[src/sv/msb_pkg.sv]
// Shared types, register map and channel-scaling function for the span pixel blender.
`timescale 1ns / 1ps

package msb_pkg;

    localparam int ADDR_W = 5;

    // Register indexes (byte address is 4 * index)
    localparam logic [2:0] REG_FILL_RED      = 3'd0;
    localparam logic [2:0] REG_FILL_GREEN    = 3'd1;
    localparam logic [2:0] REG_FILL_BLUE     = 3'd2;
    localparam logic [2:0] REG_FILL_ALPHA    = 3'd3;
    localparam logic [2:0] REG_CHANNEL_ORDER = 3'd4;
    localparam logic [2:0] REG_MASK_MODE     = 3'd5;
    localparam logic [2:0] REG_SOURCE_SELECT = 3'd6;
    localparam logic [2:0] REG_GRADIENT_TRANS = 3'd7;

    localparam logic [1:0] MASK_NONE    = 2'd0;
    localparam logic [1:0] MASK_ALPHA   = 2'd1;
    localparam logic [1:0] MASK_INVERSE = 2'd2;

    localparam logic       ORDER_ARGB   = 1'b0;
    localparam logic       SRC_SOLID    = 1'b0;

    localparam logic [7:0] FULL_ALPHA   = 8'd255;

    typedef struct packed {
        logic [7:0] fill_red;
        logic [7:0] fill_green;
        logic [7:0] fill_blue;
        logic [7:0] fill_alpha;
        logic       channel_order;
        logic [1:0] mask_mode;
        logic       source_select;
        logic       gradient_translucent;
    } cfg_t;

    // Register values after reset: opaque black solid fill, no mask
    localparam cfg_t CFG_RESET = '{
        fill_red:             8'd0,
        fill_green:           8'd0,
        fill_blue:            8'd0,
        fill_alpha:           FULL_ALPHA,
        channel_order:        ORDER_ARGB,
        mask_mode:            MASK_NONE,
        source_select:        SRC_SOLID,
        gradient_translucent: 1'b0
    };

    // Per-pixel path selection, carried down the pipe with the data
    typedef struct packed {
        logic opaque;
        logic solid_mask;
        logic grad_mask;
        logic full_cov;
    } path_t;

    // Every byte lane c becomes (c * f) >> 8
    function automatic logic [31:0] scale_px(input logic [31:0] px, input logic [7:0] f);
        logic [31:0] res;
        logic [15:0] prod;
        res = '0;
        for (int i = 0; i < 4; i++) begin
            prod = px[8*i +: 8] * f;
            res[8*i +: 8] = prod[15:8];
        end
        return res;
    endfunction

endpackage

[src/sv/msb_regs.sv]
// APB-style configuration registers of the span pixel blender.
`timescale 1ns / 1ps

module msb_regs (
    input  logic                       clk,
    input  logic                       rst_n,
    input  logic                       psel,
    input  logic                       penable,
    input  logic                       pwrite,
    input  logic [msb_pkg::ADDR_W-1:0] paddr,
    input  logic [31:0]                pwdata,
    output logic [31:0]                prdata,
    output logic                       pready,
    output msb_pkg::cfg_t              cfg
);

    msb_pkg::cfg_t cfg_reg;
    msb_pkg::cfg_t cfg_next;
    logic          wr_en;
    logic [2:0]    idx;

    assign pready = 1'b1;
    assign wr_en  = psel && penable && pwrite;
    assign idx    = paddr[4:2];
    assign cfg    = cfg_reg;

    always_comb
    begin
        cfg_next = cfg_reg;
        if (wr_en)
        begin
            case (idx)
                msb_pkg::REG_FILL_RED:       cfg_next.fill_red = pwdata[7:0];
                msb_pkg::REG_FILL_GREEN:     cfg_next.fill_green = pwdata[7:0];
                msb_pkg::REG_FILL_BLUE:      cfg_next.fill_blue = pwdata[7:0];
                msb_pkg::REG_FILL_ALPHA:     cfg_next.fill_alpha = pwdata[7:0];
                msb_pkg::REG_CHANNEL_ORDER:  cfg_next.channel_order = pwdata[0];
                msb_pkg::REG_MASK_MODE:      cfg_next.mask_mode = pwdata[1:0];
                msb_pkg::REG_SOURCE_SELECT:  cfg_next.source_select = pwdata[0];
                msb_pkg::REG_GRADIENT_TRANS: cfg_next.gradient_translucent = pwdata[0];
                default:                     cfg_next = cfg_reg;
            endcase
        end
    end

    always_ff @(posedge clk or negedge rst_n)
    begin
        if (!rst_n)
        begin
            cfg_reg <= msb_pkg::CFG_RESET;
        end
        else
        begin
            cfg_reg <= cfg_next;
        end
    end

    always_comb
    begin
        prdata = '0;
        case (idx)
            msb_pkg::REG_FILL_RED:       prdata[7:0] = cfg_reg.fill_red;
            msb_pkg::REG_FILL_GREEN:     prdata[7:0] = cfg_reg.fill_green;
            msb_pkg::REG_FILL_BLUE:      prdata[7:0] = cfg_reg.fill_blue;
            msb_pkg::REG_FILL_ALPHA:     prdata[7:0] = cfg_reg.fill_alpha;
            msb_pkg::REG_CHANNEL_ORDER:  prdata[0]   = cfg_reg.channel_order;
            msb_pkg::REG_MASK_MODE:      prdata[1:0] = cfg_reg.mask_mode;
            msb_pkg::REG_SOURCE_SELECT:  prdata[0]   = cfg_reg.source_select;
            msb_pkg::REG_GRADIENT_TRANS: prdata[0]   = cfg_reg.gradient_translucent;
            default:                     prdata      = '0;
        endcase
    end

endmodule

[src/sv/msb_source.sv]
// First stage: builds the source pixel, the mask factor and the path flags.
`timescale 1ns / 1ps

module msb_source (
    input  logic                 clk,
    input  logic                 rst_n,
    input  msb_pkg::cfg_t        cfg,
    input  logic                 up_valid,
    output logic                 up_ready,
    input  logic [31:0]          dest_pixel,
    input  logic [31:0]          mask_pixel,
    input  logic [31:0]          gradient_pixel,
    input  logic [7:0]           coverage,
    output logic                 dn_valid,
    input  logic                 dn_ready,
    output logic [31:0]          src,
    output logic [31:0]          dst,
    output logic [7:0]           fac,
    output logic [7:0]           cov,
    output msb_pkg::path_t       path
);

    logic           valid_reg;
    logic           valid_next;
    logic [31:0]    src_reg;
    logic [31:0]    dst_reg;
    logic [7:0]     fac_reg;
    logic [7:0]     cov_reg;
    msb_pkg::path_t path_reg;

    logic [7:0]     r_pm;
    logic [7:0]     g_pm;
    logic [7:0]     b_pm;
    logic [16:0]    r_prod;
    logic [16:0]    g_prod;
    logic [16:0]    b_prod;
    logic           solid_trans;
    logic           masked;
    logic           translucent;
    logic           load;
    logic [31:0]    src_next;
    logic [7:0]     fac_next;
    msb_pkg::path_t path_next;

    always_comb
    begin
        solid_trans = (cfg.fill_alpha != msb_pkg::FULL_ALPHA);
        r_prod = 17'(cfg.fill_red * cfg.fill_alpha) + 17'd255;
        g_prod = 17'(cfg.fill_green * cfg.fill_alpha) + 17'd255;
        b_prod = 17'(cfg.fill_blue * cfg.fill_alpha) + 17'd255;
        r_pm = solid_trans ? r_prod[15:8] : cfg.fill_red;
        g_pm = solid_trans ? g_prod[15:8] : cfg.fill_green;
        b_pm = solid_trans ? b_prod[15:8] : cfg.fill_blue;

        masked = (cfg.mask_mode == msb_pkg::MASK_ALPHA) ||
                 (cfg.mask_mode == msb_pkg::MASK_INVERSE);
        fac_next = (cfg.mask_mode == msb_pkg::MASK_INVERSE) ? ~mask_pixel[31:24]
                                                            : mask_pixel[31:24];

        if (cfg.source_select == msb_pkg::SRC_SOLID)
        begin
            if (cfg.channel_order == msb_pkg::ORDER_ARGB)
                src_next = {cfg.fill_alpha, r_pm, g_pm, b_pm};
            else
                src_next = {cfg.fill_alpha, b_pm, g_pm, r_pm};
            translucent = solid_trans || masked;
        end
        else
        begin
            src_next    = gradient_pixel;
            translucent = cfg.gradient_translucent || masked;
        end

        path_next.opaque     = !translucent;
        path_next.solid_mask = masked && (cfg.source_select == msb_pkg::SRC_SOLID);
        path_next.grad_mask  = masked && (cfg.source_select != msb_pkg::SRC_SOLID);
        path_next.full_cov   = (coverage == msb_pkg::FULL_ALPHA);
    end

    assign up_ready   = !valid_reg || dn_ready;
    assign load       = up_ready && up_valid;
    assign valid_next = up_ready ? up_valid : valid_reg;

    always_ff @(posedge clk or negedge rst_n)
    begin
        if (!rst_n)
            valid_reg <= 1'b0;
        else
            valid_reg <= valid_next;
    end

    always_ff @(posedge clk)
    begin
        if (load)
        begin
            src_reg  <= src_next;
            dst_reg  <= dest_pixel;
            fac_reg  <= fac_next;
            cov_reg  <= coverage;
            path_reg <= path_next;
        end
    end

    assign dn_valid = valid_reg;
    assign src      = src_reg;
    assign dst      = dst_reg;
    assign fac      = fac_reg;
    assign cov      = cov_reg;
    assign path     = path_reg;

endmodule

[src/sv/msb_mix.sv]
// Second and third stages: coverage and mask scaling of the source, coverage lerp.
`timescale 1ns / 1ps

module msb_mix (
    input  logic           clk,
    input  logic           rst_n,
    input  logic           up_valid,
    output logic           up_ready,
    input  logic [31:0]    src,
    input  logic [31:0]    dst,
    input  logic [7:0]     fac,
    input  logic [7:0]     cov,
    input  msb_pkg::path_t path,
    output logic           dn_valid,
    input  logic           dn_ready,
    output logic [31:0]    mixed,
    output logic [31:0]    dst_out,
    output logic           opaque
);

    // stage A
    logic           a_valid_reg;
    logic           a_valid_next;
    logic [31:0]    a_x_reg;
    logic [31:0]    a_dc_reg;
    logic [31:0]    a_dst_reg;
    logic [7:0]     a_fac_reg;
    logic [7:0]     a_cov_reg;
    msb_pkg::path_t a_path_reg;
    logic           a_ready;
    logic           a_bypass;
    logic [7:0]     a_k;
    logic [31:0]    a_x_next;

    // stage B
    logic           b_valid_reg;
    logic           b_valid_next;
    logic [31:0]    b_x_reg;
    logic [31:0]    b_dst_reg;
    logic           b_opaque_reg;
    logic           b_ready;
    logic [31:0]    b_x_next;

    // Gradient with mask scales by the mask first, everything else by coverage
    always_comb
    begin
        a_k      = path.grad_mask ? fac : cov;
        a_bypass = !path.grad_mask && path.full_cov;
        a_x_next = a_bypass ? src : msb_pkg::scale_px(src, a_k);
    end

    assign a_ready      = !a_valid_reg || b_ready;
    assign a_valid_next = a_ready ? up_valid : a_valid_reg;
    assign up_ready     = a_ready;

    always_ff @(posedge clk or negedge rst_n)
    begin
        if (!rst_n)
            a_valid_reg <= 1'b0;
        else
            a_valid_reg <= a_valid_next;
    end

    always_ff @(posedge clk)
    begin
        if (a_ready && up_valid)
        begin
            a_x_reg    <= a_x_next;
            a_dc_reg   <= msb_pkg::scale_px(dst, ~cov);
            a_dst_reg  <= dst;
            a_fac_reg  <= fac;
            a_cov_reg  <= cov;
            a_path_reg <= path;
        end
    end

    always_comb
    begin
        if (a_path_reg.opaque)
            b_x_next = a_path_reg.full_cov ? a_x_reg : a_x_reg + a_dc_reg;
        else if (a_path_reg.solid_mask)
            b_x_next = msb_pkg::scale_px(a_x_reg, a_fac_reg);
        else if (a_path_reg.grad_mask && !a_path_reg.full_cov)
            b_x_next = msb_pkg::scale_px(a_x_reg, a_cov_reg) + a_dc_reg;
        else
            b_x_next = a_x_reg;
    end

    assign b_ready      = !b_valid_reg || dn_ready;
    assign b_valid_next = b_ready ? a_valid_reg : b_valid_reg;

    always_ff @(posedge clk or negedge rst_n)
    begin
        if (!rst_n)
            b_valid_reg <= 1'b0;
        else
            b_valid_reg <= b_valid_next;
    end

    always_ff @(posedge clk)
    begin
        if (b_ready && a_valid_reg)
        begin
            b_x_reg      <= b_x_next;
            b_dst_reg    <= a_dst_reg;
            b_opaque_reg <= a_path_reg.opaque;
        end
    end

    assign dn_valid = b_valid_reg;
    assign mixed    = b_x_reg;
    assign dst_out  = b_dst_reg;
    assign opaque   = b_opaque_reg;

endmodule

[src/sv/msb_over.sv]
// Last stage: source-over onto the destination, holds the output transfer.
`timescale 1ns / 1ps

module msb_over (
    input  logic        clk,
    input  logic        rst_n,
    input  logic        up_valid,
    output logic        up_ready,
    input  logic [31:0] mixed,
    input  logic [31:0] dst,
    input  logic        opaque,
    output logic        dn_valid,
    input  logic        dn_ready,
    output logic [31:0] result
);

    logic        valid_reg;
    logic        valid_next;
    logic [31:0] res_reg;
    logic [31:0] res_next;

    // sums wrap at 32 bits, lanes carry into each other
    assign res_next   = opaque ? mixed
                               : mixed + msb_pkg::scale_px(dst, ~mixed[31:24]);
    assign up_ready   = !valid_reg || dn_ready;
    assign valid_next = up_ready ? up_valid : valid_reg;

    always_ff @(posedge clk or negedge rst_n)
    begin
        if (!rst_n)
            valid_reg <= 1'b0;
        else
            valid_reg <= valid_next;
    end

    always_ff @(posedge clk)
    begin
        if (up_ready && up_valid)
            res_reg <= res_next;
    end

    assign dn_valid = valid_reg;
    assign result   = res_reg;

endmodule

[src/sv/masked_span_pixel_blender.sv]
// Top level of the masked span pixel blender.
//
//  channel  | direction | handshake          | payload
//  ---------+-----------+--------------------+-----------------------------------------
//  in       | sink      | in_valid/in_stall  | dest_pixel, mask_pixel, gradient_pixel,
//           |           |                    | coverage
//  out      | source    | out_valid/out_stall| blended_pixel
//  config   | sink      | APB psel/penable   | eight registers at 4*index
//
// Four register stages (source build, first scale, second scale/lerp, source-over);
// one pixel is taken every cycle while out_stall is low.
// Each stage loads whenever it is empty or the stage after it moves, so bubbles close up.
// A stall on the output holds the last stage and backs up stage by stage to in_stall.
// Reset clears the stage valid bits and sets the registers to their reset values.
`timescale 1ns / 1ps

module masked_span_pixel_blender (
    input  logic                       clk,
    input  logic                       rst_n,
    input  logic                       psel,
    input  logic                       penable,
    input  logic                       pwrite,
    input  logic [msb_pkg::ADDR_W-1:0] paddr,
    input  logic [31:0]                pwdata,
    output logic [31:0]                prdata,
    output logic                       pready,
    input  logic                       in_valid,
    output logic                       in_stall,
    input  logic [31:0]                dest_pixel,
    input  logic [31:0]                mask_pixel,
    input  logic [31:0]                gradient_pixel,
    input  logic [7:0]                 coverage,
    output logic                       out_valid,
    input  logic                       out_stall,
    output logic [31:0]                blended_pixel
);

    msb_pkg::cfg_t  cfg;
    logic           in_ready;
    logic           s1_valid;
    logic           s1_ready;
    logic [31:0]    s1_src;
    logic [31:0]    s1_dst;
    logic [7:0]     s1_fac;
    logic [7:0]     s1_cov;
    msb_pkg::path_t s1_path;
    logic           s3_valid;
    logic           s3_ready;
    logic [31:0]    s3_mixed;
    logic [31:0]    s3_dst;
    logic           s3_opaque;

    assign in_stall = !in_ready;

    msb_regs u_regs (
        .clk     (clk),
        .rst_n   (rst_n),
        .psel    (psel),
        .penable (penable),
        .pwrite  (pwrite),
        .paddr   (paddr),
        .pwdata  (pwdata),
        .prdata  (prdata),
        .pready  (pready),
        .cfg     (cfg)
    );

    msb_source u_source (
        .clk            (clk),
        .rst_n          (rst_n),
        .cfg            (cfg),
        .up_valid       (in_valid),
        .up_ready       (in_ready),
        .dest_pixel     (dest_pixel),
        .mask_pixel     (mask_pixel),
        .gradient_pixel (gradient_pixel),
        .coverage       (coverage),
        .dn_valid       (s1_valid),
        .dn_ready       (s1_ready),
        .src            (s1_src),
        .dst            (s1_dst),
        .fac            (s1_fac),
        .cov            (s1_cov),
        .path           (s1_path)
    );

    msb_mix u_mix (
        .clk      (clk),
        .rst_n    (rst_n),
        .up_valid (s1_valid),
        .up_ready (s1_ready),
        .src      (s1_src),
        .dst      (s1_dst),
        .fac      (s1_fac),
        .cov      (s1_cov),
        .path     (s1_path),
        .dn_valid (s3_valid),
        .dn_ready (s3_ready),
        .mixed    (s3_mixed),
        .dst_out  (s3_dst),
        .opaque   (s3_opaque)
    );

    msb_over u_over (
        .clk      (clk),
        .rst_n    (rst_n),
        .up_valid (s3_valid),
        .up_ready (s3_ready),
        .mixed    (s3_mixed),
        .dst      (s3_dst),
        .opaque   (s3_opaque),
        .dn_valid (out_valid),
        .dn_ready (!out_stall),
        .result   (blended_pixel)
    );

endmodule
[config.mk]
export PLATFORM = sky130hd
export DESIGN_NAME = masked_span_pixel_blender
export DESIGN_NICKNAME = d
export VERILOG_FILES = /design/src/sv/msb_pkg.sv /design/src/sv/msb_regs.sv /design/src/sv/msb_source.sv /design/src/sv/msb_mix.sv /design/src/sv/msb_over.sv /design/src/sv/masked_span_pixel_blender.sv
export SDC_FILE = /design/constraint.sdc
export NUM_CORES = 2
export LEC_CHECK = 0
export BUFFER_PORTS_ARGS = -buffer_cell sky130_fd_sc_hd__buf_2
export CORE_MARGIN = 1.5
export CORE_UTILIZATION = 30
export DETAILED_ROUTE_END_ITERATION = 12
export HOLD_SLACK_MARGIN = 0.02
export SLEW_MARGIN = 25
export SYNTH_ARGS = -nofsm -noshare
export SYNTH_HDL_FRONTEND = slang
export SYNTH_SLANG_ARGS = --single-unit
export TNS_END_PERCENT = 50
[constraint.sdc]
create_clock -name clk -period 15.25 [get_ports clk]
set_clock_uncertainty 0.2 [all_clocks]
set_input_delay 2.2875 -clock clk [delete_from_list [all_inputs] [get_ports clk]]
set_output_delay 2.2875 -clock clk [all_outputs]
set_load 0.02 [all_outputs]
### Word level (Yosys, flattened, before mapping)

Cells that the tools add are included.

* input port bits: 148
* flip-flop bits (word level): 338
* output and inout bits: 67
* word-level logic and storage cells: 129

* reductions and logical operators: 35
* mux-type cells: 17
* equality and inequality tests: 11
* multipliers: 23
* bitwise operators: 4
* add/subtract/negate cells: 6

Operator list (count)
* multiplier 8 x 8 -> 16 bit: 23
* two-way mux 32 bit: 7
* adder 32 bit: 3
* adder 16 x 8 -> 16 bit, second input constant: 3
* two-way mux 8 bit: 5
* two-way mux 24 bit: 1
* NOT 8 bit: 3
* one-hot mux 6 bit (4 select lines): 1
* AND reduction 2 bit: 8
* equality test 3 bit, second input constant: 4
* logical AND 1 bit: 10
* zero test 1 bit: 9
* equality test 8 bit, second input constant: 1
* != test 8 bit, second input constant: 1
* one-hot mux 1 bit (8 select lines): 1
* logical OR 1 bit: 7
* equality test 3 x 2 -> 1 bit, second input constant: 2
* one-hot mux 1 bit (5 select lines): 1
* equality test 3 x 1 -> 1 bit, second input constant: 1
* zero test 3 bit: 1
* equality test 2 x 1 -> 1 bit, second input constant: 1
* equality test 2 bit, second input constant: 1
* two-way mux 1 bit: 1
* NOT 1 bit: 1

### Depth between registers and ports, before layout

* depth after elaboration: 6
* depth in mapped cells: 31
* mapped depth without buffers: 30

### Modules after synthesis

A second synthesis with hierarchy kept.

* cell total of the unflattened synthesis: 6652
* area total of the unflattened synthesis: 62474.9 um2

By module, submodules not included
* msb_mix: area an instance 39953.3 um2, times used 1, cells an instance 4346, sequential area each 5485.3 um2
* msb_over: area an instance 10598.9 um2, times used 1, cells an instance 1179, sequential area each 985.9 um2
* msb_source: area an instance 9933.3 um2, times used 1, cells an instance 980, sequential area each 2547.4 um2
* msb_regs: area an instance 1981.9 um2, times used 1, cells an instance 145, sequential area each 935.9 um2
* masked_span_pixel_blender: area an instance 7.5 um2, times used 1, cells an instance 2, sequential area each 0.0 um2

### Worst setup path after synthesis

OpenSTA, ideal clock, no wires.

* path type: register to register
* from: register u_mix.a_x_reg[4]
* to: register u_mix.b_x_reg[25], in the netlist u_mix.mixed[25], data pin
* setup time: 277 ps
* buffers on the path: 2
* stages on the path, launching flop included: 29
* clock period less this slack: 7149 ps
* arrival: 6672 ps
* required time: 14773 ps
* setup slack: 8101 ps
* path through: edfxtp_1 -> clkbuf_1 -> clkbuf_1 -> nand2_1 -> fa_1 -> fa_1 -> inv_1 -> fa_1 -> inv_1 -> fa_1 -> inv_1 -> ha_1 -> a21oi_1 -> nor2b_1 -> o41a_1 -> a211o_1 -> a21oi_1 -> xnor2_1 -> ha_1 -> nand2_1 -> nor2_1 -> a211oi_1 -> a41oi_1 -> o211ai_1 -> a21boi_1 -> o31a_1 -> or4_1 -> o211ai_1 -> a21oi_1

* longest elaborated chain between the ends: 5
* elaborated cells between the ends (all ways): 7
* classes of those cells: 2 x add/sub; 1 x mul; 4 x mux

Ends and longest elaborated chain
* start: declaration: RTL line msb_mix.sv:24 `logic [31:0] a_x_reg;`
* start signal: assignment: RTL line msb_mix.sv:68 `a_x_reg <= a_x_next;`
* multiplier 8 x 8 -> 16 bit: RTL line msb_pkg.sv:64 `prod = px[8*i +: 8] * f;`
* adder 32 bit: RTL line msb_mix.sv:84 `b_x_next = msb_pkg::scale_px(a_x_reg, a_cov_reg) + a_dc_reg;`
* two-way mux 32 bit: RTL line msb_mix.sv:83 `else if (a_path_reg.grad_mask && !a_path_reg.full_cov)`
* two-way mux 32 bit: RTL line msb_mix.sv:81 `else if (a_path_reg.solid_mask)`
* two-way mux 32 bit (*): RTL line msb_mix.sv:79 `if (a_path_reg.opaque)`
* named net u_mix.b_x_next[25]: RTL line msb_mix.sv:42 `logic [31:0] b_x_next;`
* end signal: assignment: RTL line msb_mix.sv:104 `b_x_reg <= b_x_next;`
* end: declaration: RTL line msb_mix.sv:38 `logic [31:0] b_x_reg;`

The timed path passes the listed nets; every way through them passes the cells marked *.
A chain may end at the register's enable or synchronous reset.

### Worst setup path in the final report

* from: register u_mix.a_x_reg[5]
* to: register u_mix.b_x_reg[31], in the netlist u_mix.mixed[31], data pin

The elaborated chain is that of the path after synthesis.

==> impl_metrics.toml <==
[floorplan]
fp.dieW_um = 457
io_pins = 215
initial_core_util_pct = 30.2
die_height_um = 457
std_cell_rows = 166
die_area_um2 = 208000
core_area_um2 = 205000

[yosys]
avgSynthCellArea_um2 = 9.34
yosys_warnings = 0
ys_ff_latch = 338
ys_seq_area_share_pct = 16.1
yosys.area.top_type = "fa_1"
ys.flop_type = "edfxtp_1"
synth_cells = 6609
synth_top_area_share_pct = 26.8
ys_types = 89
syn_area_um2 = 61700
yosysMostFrequentCell = "inv_1"
netlist_top_cells_area = "fa_1 27%, ha_1 17%, edfxtp_1 14%, inv_1 6.7%, and2_1 4.8%"
async_flop_share_pct = 12.1
synth_edf_count = 297
synth_common_cells = "1105 x inv_1, 852 x ha_1, 826 x fa_1, 642 x nand2_1, 474 x and2_1"

[timing]
setup_viol = 0
rsz0062_at_grt = "false"
finalCriticalPeriod_ns = 8.51
setup_tns_ns = 0
finalMaxSlewViolations = 0
hold_viol_final = 0
whs_ns = 0.255
post-route-period-util_pct = 55.8
maxClockFrequency_ghz = 0.118
worstMarginPinSlew_ns = 1.08
max-slew-margin-rel_pct = 28.0

[clock_network]
cts_resized = 0
cts_setup_buffers = 0
htreeDepth = 2
cts_root_buffer = "clkbuf_16"
clkTransAtPathRegs_ns = 0.08
clock_sinks = 338
numCtsBuffers = 44
clock_latency_ns = 0.64
cts_tree = "done"
cts_buffer_depth = 3
cts-hold-fix-buffers = 0

[final_layout]
largest_reg_flops = 37
fillers = 20822
area_delta_synth_final_pct = 7.86
final_nets = 8398
drive_gt1_share_pct = 6.08

[global_route]
grtUsageTotal_pct = 15.7
grt_remaining_overflow = 0
first_global_vias = 48438
antenna_found_initial = 16
grt_first_pass_wirelength_um = 262000
grt_max_degree = 74

[worst_setup_path]
cp_num_cells = 26
crit_top_cell = "fa_1"
rr_worst_depth = 26
path_buf_inv = 3
critPathMaxFanout = 19
start_kind = "flip-flop"
worstPathRequired_ns = 15.45
setup.worst_path.end_class = "flip-flop"
crit_type = "reg -> reg"
critPathSlowestCell = "edfxtp_1"
slowest_delay_ns = 0.93
cp_top_family = "compound AO/OA/AOI/OAI gates"
cp.arrival_ns = 8.71

[placement]
gp_congestion = 0.906
port_buffers = 139
place_hpwl_um = 123000

[min_path]
hold_depth = 0
holdCritPathClass = "reg -> reg"

[status]
status = "finished, final reports clean"

[routing]
drt_iter0_markers = 2594
vias_per_cell = 4.89
vias = 45429
wl_per_cell_um = 17.5
drt-pass1-iter-count = 8
final_antenna_net_count = 0
wl_um = 163000
drcViolationCount = 0

[flow_run]
maxCapViolations = 0
cells in the final DEF, fill, tap and decap left out, drive strengths merged, types with 13 or more instances in the layout:
cell type / Yosys / routed
mux2: 58 / 58
o31ai: 18 / 18
nand2: 642 / 642
buf: 47 / 199
nor2: 209 / 209
and2: 475 / 475
nand3: 52 / 52
xor2: 91 / 91
conb: 2 / 25
fa: 826 / 826
dfrtp: 33 / 33
nor2b: 307 / 307
clkbuf: 258 / 49
nor3: 59 / 59
a211oi: 48 / 48
nand4: 13 / 13
a21oi: 193 / 193
o21a: 39 / 39
o41ai: 22 / 22
o211ai: 23 / 23
or3: 15 / 15
edfxtp: 297 / 297
nand2b: 256 / 256
and3: 19 / 19
o21bai: 26 / 26
mux2i: 19 / 19
clkinv: 1 / 16
a21o: 83 / 83
xnor2: 151 / 151
o21ai: 158 / 158
or2: 15 / 15
ha: 852 / 852
inv: 1105 / 1112
layer usage:
layer / vias to the layer above / wire length, µm / GRT usage (%)
met4: 4 / 4500 / 4.54
met5: - / 18 / 0
met1: 22954 / 69800 / 19.8
met3: 259 / 8630 / 2.01
li1: 21067 / - / -
met2: 1145 / 80100 / 27.7
logic make-up after synthesis:
family                   Yosys count  share of synthesized area (%)
AO/OA/AOI/OAI                    744                           8.06
XOR/XNOR                         242                           3.43
adder cells (fa/ha/maj)         1678                           44.1
buffers and inverters           1411                           8.74
flip-flops                       338                           16.1
multiplexers                      88                           1.77
other                              2                         0.0122
AND/OR/NAND/NOR                 2106                           17.8
stage by stage:
stage / worst slack, ns / util (%) / instances / area (µm²)
2_1_floorplan: 8.10 / - / 6632 / 61800
3_3_place_gp: 6.93 / 31.8 / 9213 / 65100
3_5_place_dp: 6.80 / 31.8 / 9213 / 65100
4_1_cts: 6.86 / 32.5 / 9294 / 66500
5_1_grt: 6.29 / 32.5 / 9295 / 66600
6_report: 6.74 / 32.5 / 9297 / 66600
path summary, 6_finish.rpt:
path                                                 start                           end  slack (ns)
worst max-delay path            u_mix.a_x_reg[5]$_DFFE_PP_     u_mix.mixed[31]$_DFFE_PP_        6.74
worst min-delay path             u_source.fac[3]$_DFFE_PP_  u_mix.a_fac_reg[3]$_DFFE_PP_        0.25
worst max register to register  u_mix.a_x_reg[5]$_DFFE_PP_     u_mix.mixed[31]$_DFFE_PP_        6.74
worst min register to register   u_source.fac[3]$_DFFE_PP_  u_mix.a_fac_reg[3]$_DFFE_PP_        0.25
max in group asynchronous                            rst_n    u_regs.cfg[22]$_DFFE_PN0P_       12.84
min in group asynchronous                            rst_n    u_regs.cfg[28]$_DFFE_PN0P_        1.57
layout make-up:
| class | count | area, µm² | share of cell area [%] |
|---|---|---|---|
| Clock inverter | 32 | 280 | 0.421 |
| Tap cell | 2688 | 3360 | 5.05 |
| Timing Repair Buffer | 199 | 1170 | 1.75 |
| Antenna cell | 2 | 5.00 | 0.00752 |
| Inverter | 1106 | 4150 | 6.24 |
| Clock buffer | 49 | 1150 | 1.74 |
| Multi-Input combinational cell | 4883 | 46500 | 69.8 |
| Sequential cell | 338 | 9950 | 15.0 |
Power is not shown: default switching activity piles up to over one toggle a cycle in this logic, so the estimate is an artifact.
